**src/rtl/fdl_pkg.sv**
```systemverilog
// shared types, constants and helpers of the fractional delay line
package fdl_pkg;

	localparam int SAMPLE_W   = 24;
	localparam int DELAY_W    = 28;
	localparam int MODE_W     = 2;
	localparam int WORK_W     = 26;
	localparam int IN_TDATA_W = 56;

	localparam logic [MODE_W-1:0] MODE_INT   = 2'd0;
	localparam logic [MODE_W-1:0] MODE_LIN   = 2'd1;
	localparam logic [MODE_W-1:0] MODE_CUBIC = 2'd2;
	localparam logic [MODE_W-1:0] MODE_RESET = MODE_LIN;

	localparam logic signed [WORK_W-1:0] TAP_MAX = 26'sd8388607;
	localparam logic signed [WORK_W-1:0] TAP_MIN = -26'sd8388608;

	// floor(n / 6) as (n * ceil(2^28 / 6)) >> 28, exact for n < 2^25
	localparam int DIV6_N     = 25;
	localparam int DIV6_RW    = 26;
	localparam int DIV6_PW    = DIV6_N + DIV6_RW;
	localparam int DIV6_SHIFT = 28;
	localparam logic [DIV6_RW-1:0] DIV6_RECIP = 26'd44739243;
	localparam logic [WORK_W-1:0]  DIV6_BIAS  = 26'd5;

	localparam logic [2:0] LERP_LAST_LIN   = 3'd0;
	localparam logic [2:0] LERP_LAST_CUBIC = 3'd5;
	localparam logic [1:0] READ_LAST       = 2'd3;

	typedef enum logic [3:0] {
		S_IDLE,
		S_READ,
		S_RWAIT,
		S_DIV,
		S_EDGE,
		S_PREP,
		S_MUL,
		S_ADD,
		S_FINISH
	} fdl_state_t;

	typedef enum logic [2:0] {
		PREP_NONE,
		PREP_LIN,
		PREP_CUBIC,
		PREP_DIV,
		PREP_EDGE
	} prep_op_t;

	typedef enum logic [1:0] {
		OUT_RAW,
		OUT_LIN,
		OUT_CUBIC
	} out_kind_t;

	typedef struct packed {
		logic      capture;
		logic      rd_en;
		logic [1:0] rd_idx;
		logic      cubic_off;
		prep_op_t  prep;
		logic      mul_en;
		logic      add_en;
		logic [1:0] lerp_sel;
		logic      out_load;
		out_kind_t out_kind;
	} fdl_cmd_t;

	typedef struct packed {
		logic d_zero;
		logic out_free;
	} fdl_status_t;

	// de Casteljau order: three lerps, then two, then one
	function automatic logic [1:0] lerp_sel_f(input logic [2:0] cnt);
		logic [1:0] sel;
		unique case (cnt)
			3'd0, 3'd3, 3'd5: sel = 2'd0;
			3'd1, 3'd4:       sel = 2'd1;
			3'd2:             sel = 2'd2;
			default:          sel = 2'd0;
		endcase
		return sel;
	endfunction

endpackage

```
**src/rtl/fdl_ctrl.sv**
```systemverilog
// sequencing state machine and mode register of the fractional delay line
module fdl_ctrl
	import fdl_pkg::*;
(
	input  logic              clk,
	input  logic              arst_n,
	input  logic              cfg_wr_en,
	input  logic [MODE_W-1:0] cfg_wr_data,
	input  logic              s_axis_tvalid,
	output logic              s_axis_tready,
	output fdl_cmd_t          cmd,
	input  fdl_status_t       status
);

	fdl_state_t        state_q, state_d;
	logic [1:0]        rcnt_q;
	logic [2:0]        lcnt_q;
	logic [MODE_W-1:0] mode_q;
	logic [2:0]        lerp_last;

	assign lerp_last = (mode_q == MODE_CUBIC) ? LERP_LAST_CUBIC : LERP_LAST_LIN;

	always_ff @(posedge clk or negedge arst_n) begin
		if (!arst_n) begin
			state_q <= S_IDLE;
			rcnt_q  <= '0;
			lcnt_q  <= '0;
			mode_q  <= MODE_RESET;
		end else begin
			state_q <= state_d;
			if (cfg_wr_en) begin
				mode_q <= cfg_wr_data;
			end
			rcnt_q <= (state_q == S_READ) ? rcnt_q + 2'd1 : 2'd0;
			if (state_q == S_ADD) begin
				lcnt_q <= lcnt_q + 3'd1;
			end else if (state_q != S_MUL) begin
				lcnt_q <= '0;
			end
		end
	end

	// next state
	always_comb begin
		state_d = state_q;
		unique case (state_q)
			S_IDLE: begin
				if (s_axis_tvalid) begin
					state_d = S_READ;
				end
			end
			S_READ: begin
				if (rcnt_q == READ_LAST) begin
					state_d = S_RWAIT;
				end
			end
			S_RWAIT: begin
				unique case (mode_q)
					MODE_LIN:   state_d = S_PREP;
					MODE_CUBIC: state_d = status.d_zero ? S_DIV : S_PREP;
					default:    state_d = S_FINISH;
				endcase
			end
			S_DIV:  state_d = S_EDGE;
			S_EDGE: state_d = S_MUL;
			S_PREP: state_d = S_MUL;
			S_MUL:  state_d = S_ADD;
			S_ADD: begin
				state_d = (lcnt_q == lerp_last) ? S_FINISH : S_MUL;
			end
			S_FINISH: begin
				if (status.out_free) begin
					state_d = S_IDLE;
				end
			end
			default: state_d = S_IDLE;
		endcase
	end

	// commands
	always_comb begin
		cmd           = '0;
		cmd.prep      = PREP_NONE;
		cmd.out_kind  = OUT_RAW;
		cmd.cubic_off = (mode_q == MODE_CUBIC) && !status.d_zero;
		cmd.lerp_sel  = lerp_sel_f(lcnt_q);
		s_axis_tready = 1'b0;
		unique case (state_q)
			S_IDLE: begin
				s_axis_tready = 1'b1;
				cmd.capture   = s_axis_tvalid;
			end
			S_READ: begin
				cmd.rd_en  = 1'b1;
				cmd.rd_idx = rcnt_q;
			end
			S_DIV:  cmd.prep = PREP_DIV;
			S_EDGE: cmd.prep = PREP_EDGE;
			S_PREP: cmd.prep = (mode_q == MODE_LIN) ? PREP_LIN : PREP_CUBIC;
			S_MUL:  cmd.mul_en = 1'b1;
			S_ADD:  cmd.add_en = 1'b1;
			S_FINISH: begin
				cmd.out_load = status.out_free;
				unique case (mode_q)
					MODE_LIN:   cmd.out_kind = OUT_LIN;
					MODE_CUBIC: cmd.out_kind = OUT_CUBIC;
					default:    cmd.out_kind = OUT_RAW;
				endcase
			end
			default: cmd.capture = 1'b0;
		endcase
	end

endmodule

```
**config.mk**
```make
export PLATFORM = sky130hd
export DESIGN_NAME = fdl_ctrl
export DESIGN_NICKNAME = d
export VERILOG_FILES = /design/src/rtl/fdl_pkg.sv /design/src/rtl/fdl_ctrl.sv
export SDC_FILE = /design/constraint.sdc
export NUM_CORES = 1
export LEC_CHECK = 0
export CAP_MARGIN = 25
export CORE_MARGIN = 2
export CORE_UTILIZATION = 40
export CTS_BUF_LIST = sky130_fd_sc_hd__clkbuf_4
export DETAILED_ROUTE_END_ITERATION = 6
export DONT_BUFFER_PORTS = 1
export SKIP_LAST_GASP = 1
export SYNTH_ARGS = -nofsm -noshare
export SYNTH_HDL_FRONTEND = slang
export SYNTH_SLANG_ARGS = --single-unit
```
**constraint.sdc**
```tcl
create_clock -name clk -period 1.57 [get_ports clk]
set_input_delay 0.157 -clock clk [delete_from_list [all_inputs] [get_ports clk]]
set_output_delay 0.157 -clock clk [all_outputs]
set_load 0.03 [all_outputs]
```
== Yosys cells after proc, flatten, opt, wreduce, memory -nomap -nowiden ==
Cells that the tools add are included.

* Register bits after elaboration: 11
* Word-level logic and storage cells: 53

* Eq/ne operators: 19
* Muxes and demuxes: 21
* $add $sub $neg: 2
* Reductions and logical operators: 7

{| class="wikitable"
|+ Operators by type and width
! operator !! number
|-
| $pmux 4 s8 || 1
|-
| $mux 3 || 6
|-
| $eq 4x3->1 const B || 4
|-
| $mux 4 || 4
|-
| $pmux 3 s3 || 1
|-
| $eq 4x2->1 const B || 2
|-
| $pmux 2 s2 || 2
|-
| $pmux 4 s2 || 1
|-
| $eq 2x2->1 const B || 2
|-
| $eq 4x1->1 const B || 1
|-
| $eq 4x4->1 const B || 1
|-
| $logic_not 4->1 || 1
|-
| $mux 1 || 4
|-
| $mux 2 || 2
|-
| $ne 2x2->1 const B || 2
|-
| $ne 4x3->1 const B || 1
|-
| $reduce_or 2->1 || 2
|-
| $add 3x1->3 const B || 1
|-
| $eq 3x1->1 const B || 1
|-
| $eq 3x2->1 const B || 1
|-
| $eq 3x3->1 || 1
|-
| $eq 3x3->1 const B || 1
|-
| $reduce_and 3->1 || 1
|-
| $add 2x1->2 const B || 1
|-
| other kinds (5) || 5
|}

== Logic depth before layout (Yosys ltp) ==
* Depth after elaboration: 5
* Mapped depth: 5
* Gate-level depth less buffers: 5

== Worst setup path after synthesis ==
No wires, ideal clock.

* Path type: reg2out
* From: register state_q[2]
* To: output port cmd[14] (netlist name)
* Path buffers: 1
* Arrival time: 1640 ps
* Data required time: 1413 ps
* Slack: -227 ps
* Stages on the path, launching flop included: 4
* Path through: dfrtp_1 -> buf_2 -> nor4_2 -> and2_1

{| class="wikitable"
|+ RTL lines
! what !! line !! source
|-
| from (decl) || fdl_ctrl.sv:15 || <nowiki>fdl_state_t state_q, state_d;</nowiki>
|-
| from (signal assigned) || fdl_ctrl.sv:30 || <nowiki>state_q <= state_d;</nowiki>
|-
| to (decl) || fdl_ctrl.sv:11 || <nowiki>output fdl_cmd_t cmd,</nowiki>
|}

==> flow_summary.ini <==
[outcome]
status = finished, final reports clean

[placed_design]
placed_area_um2 = 990
portBuffers = 0
hpwl_um = 1340
gp_congestion = 0.708

[timing]
tightest_slew_ps = 504
hold_ws_ps = 20.6
maxSlewViolCount = 0
finalHoldViolCount = 0
period_needed_ps = 1560
max_slew_margin = 0.663
clock_skew_ps = 2.86
fmax_mhz = 640
period_share = 0.995
rsz0062_at_grt = yes
setup-violations-final = 0

[route]
wl_per_cell_um = 14.2
drc_errors = 0
first_pass_iters = 4
drt_iter0_markers = 21
ant_nets = 0
via_per_inst = 5.36
num_vias = 766
drt_wl_total_um = 2030

[finish]
final_cell_mix = buf_4 (12), buf_6 (9), dfrtp_1 (8)
final_common_cell = buf_4
fillers = 180
drive_above_1_share = 0.457
area_growth_pct = 44.4
nets = 133
antenna_cells = 0
final_area_mm2 = 0.00119

[worst_setup_path]
startpoint_type = flop
r2r_slack_ps = 30
crit_chain = buf_6 > ha_4 > nand2_2 > a21oi_2 > buf_6
r2r-end = state_q[2]
arrival_ps = 1410
cpMostUsedCell = buf_6
crit_type = reg2out
crit_required_ps = 1410
critPathSlowestCell = dfstp_2
path_depth = 5
crit_buf_inv = 2
cp-endpoint = cmd[7]
cp_max_fo = 3
cpLargestDelayFamily = flip-flops
cp-end-kind = output pin
cpPeakStageDelay_ps = 550
r2r_cells = 5
r2r-start = mode_q[0]
startpoint = mode_q[0]

[floorplanning]
ios = 24
die_area_mm2 = 0.00244
die_height_um = 49.4
rows = 16
die_w_um = 49.4
start_util = 0.421
core-area_mm2 = 0.00196

[synthesis]
ys.flop_type = dfrtp_1
synth-edff-count = 0
synth_warnings = 0
synth_cell_types = 35
ys_ff_latch = 11
syn_area_um2 = 826
synth_nets = 108
async_flop_share = 1.00
ys_seq_area_frac = 0.335
syn_area_per_cell_um2 = 8.98
netlist_instances = 92

[global_routing]
grt_max_degree = 17
grt.overflow.total = 0
grt_pass1_vias = 687
grt_usage = 0.158
grt_antenna_before_repair = 0
grt_pass1_wl_um = 3020

[clocking]
cts_root_buf = clkbuf_4
clk_latency_ps = 260
cts.sinks = 11
clkSlewWorstSetupHoldPaths_ps = 70
cts_buffers = 3
cts_tree = yes
cts_buffer_depth = 2
cts_htree_levels = 1

[run]
cap_violations = 0

[worst_hold_path]
hp-class = in2reg

[power_and_ir_drop]
ir_drop_v = 0.000754
static-leakage-power_uw = 0.000557
power.density_mw_per_mm2 = 1700
## through the flow
| step | worst slack (ps) | instances | utilization | power [µW] | TNS, ps |
|---|---|---|---|---|---|
| after floorplan | -16.2 | 92 | - | 1260 | -16.2 |
| after global placement | 54.5 | 131 | 0.504 | 1540 | 0 |
| final | 7.74 | 143 | 0.608 | 2030 | 0 |
| after CTS | 5.32 | 139 | 0.568 | 1860 | 0 |
| after detailed placement | 26.6 | 131 | 0.504 | 1550 | 0 |
| after global routing | -66.2 | 143 | 0.608 | 2160 | -356 |
## where the power goes
part | internal (µW) | total, µW | switching (µW)
Clock | 115 | 212 | 96.7
Combinational | 620 | 1380 | 756
Sequential | 366 | 445 | 78.9
## synthesized netlist by cell type (2+ instances only)
master | instances | area share
a21oi_1 | 4 | 0.024
and2_1 | 4 | 0.030
and3_1 | 5 | 0.038
buf_2 | 4 | 0.024
dfrtp_1 | 10 | 0.30
ha_1 | 8 | 0.12
inv_1 | 6 | 0.027
mux2i_1 | 2 | 0.024
nand2_1 | 8 | 0.036
nand2b_1 | 3 | 0.023
nand3_1 | 2 | 0.012
nor2_1 | 7 | 0.032
nor2b_1 | 4 | 0.030
nor3b_1 | 2 | 0.018
o21ai_0 | 3 | 0.018
## sequential cells by signal (all words and copies together), names as in the netlist
name / count
lcnt_q: 3
mode_q: 2
rcnt_q: 2
state_q: 4
## final cells by class
cell class | count | area [µm²] | share of cell area
Clock buffer | 4 | 30.0 | 0.0252
Inverter | 6 | 22.5 | 0.0189
Timing Repair Buffer | 25 | 241 | 0.203
Multi-Input combinational cell | 70 | 586 | 0.491
Sequential cell | 11 | 279 | 0.234
Tap cell | 27 | 33.8 | 0.0283
## kinds of logic after synthesis
logic type | synth area share
AOI/OAI and AO/OA | 0.121
xor gates and xnor gates | 0.0212
adders and majority gates | 0.121
buffers and inverters | 0.0576
DFF | 0.335
muxes | 0.0379
and+or+nand+nor | 0.306
## worst min-delay path by stage
stage,from,end,slack [ps],cells after the start
after detailed placement,arst_n,state_q[0],-140,0
after global placement,arst_n,state_q[0],-140,0
final,cfg_wr_data[1],mode_q[1],20,2
after floorplan,arst_n,lcnt_q[0],-140,0
after CTS,cfg_wr_data[1],mode_q[1],20,2
after global routing,cfg_wr_data[1],mode_q[1],50,2
## per-layer routing
metal,vias to the layer above,routed length [µm],track usage
li1,365,-,-
met1,369,843,0.195
met2,30,1070,0.284
met3,2,120,0.0337
met4,0,2,0.0278
met5,-,0,0
## worst reg2reg max path, cell delays in order, from the launching register on
cell	delay, ps
dfstp_2	550
inv_2	40
ha_2	170
or4_4	440
a21oi_2	130
o32ai_1	90
## what timing repair did
action | CTS | global route
pin swaps | 4 | 5
hold endpoints to repair | 13 | 0
hold buffers | 3 | 0
setup buffers | 1 | 4
gates resized for setup | 18 | 15
endpoints found under the setup margin | 10 | 15
No activity file was read; power rests on OpenSTA's default activity.
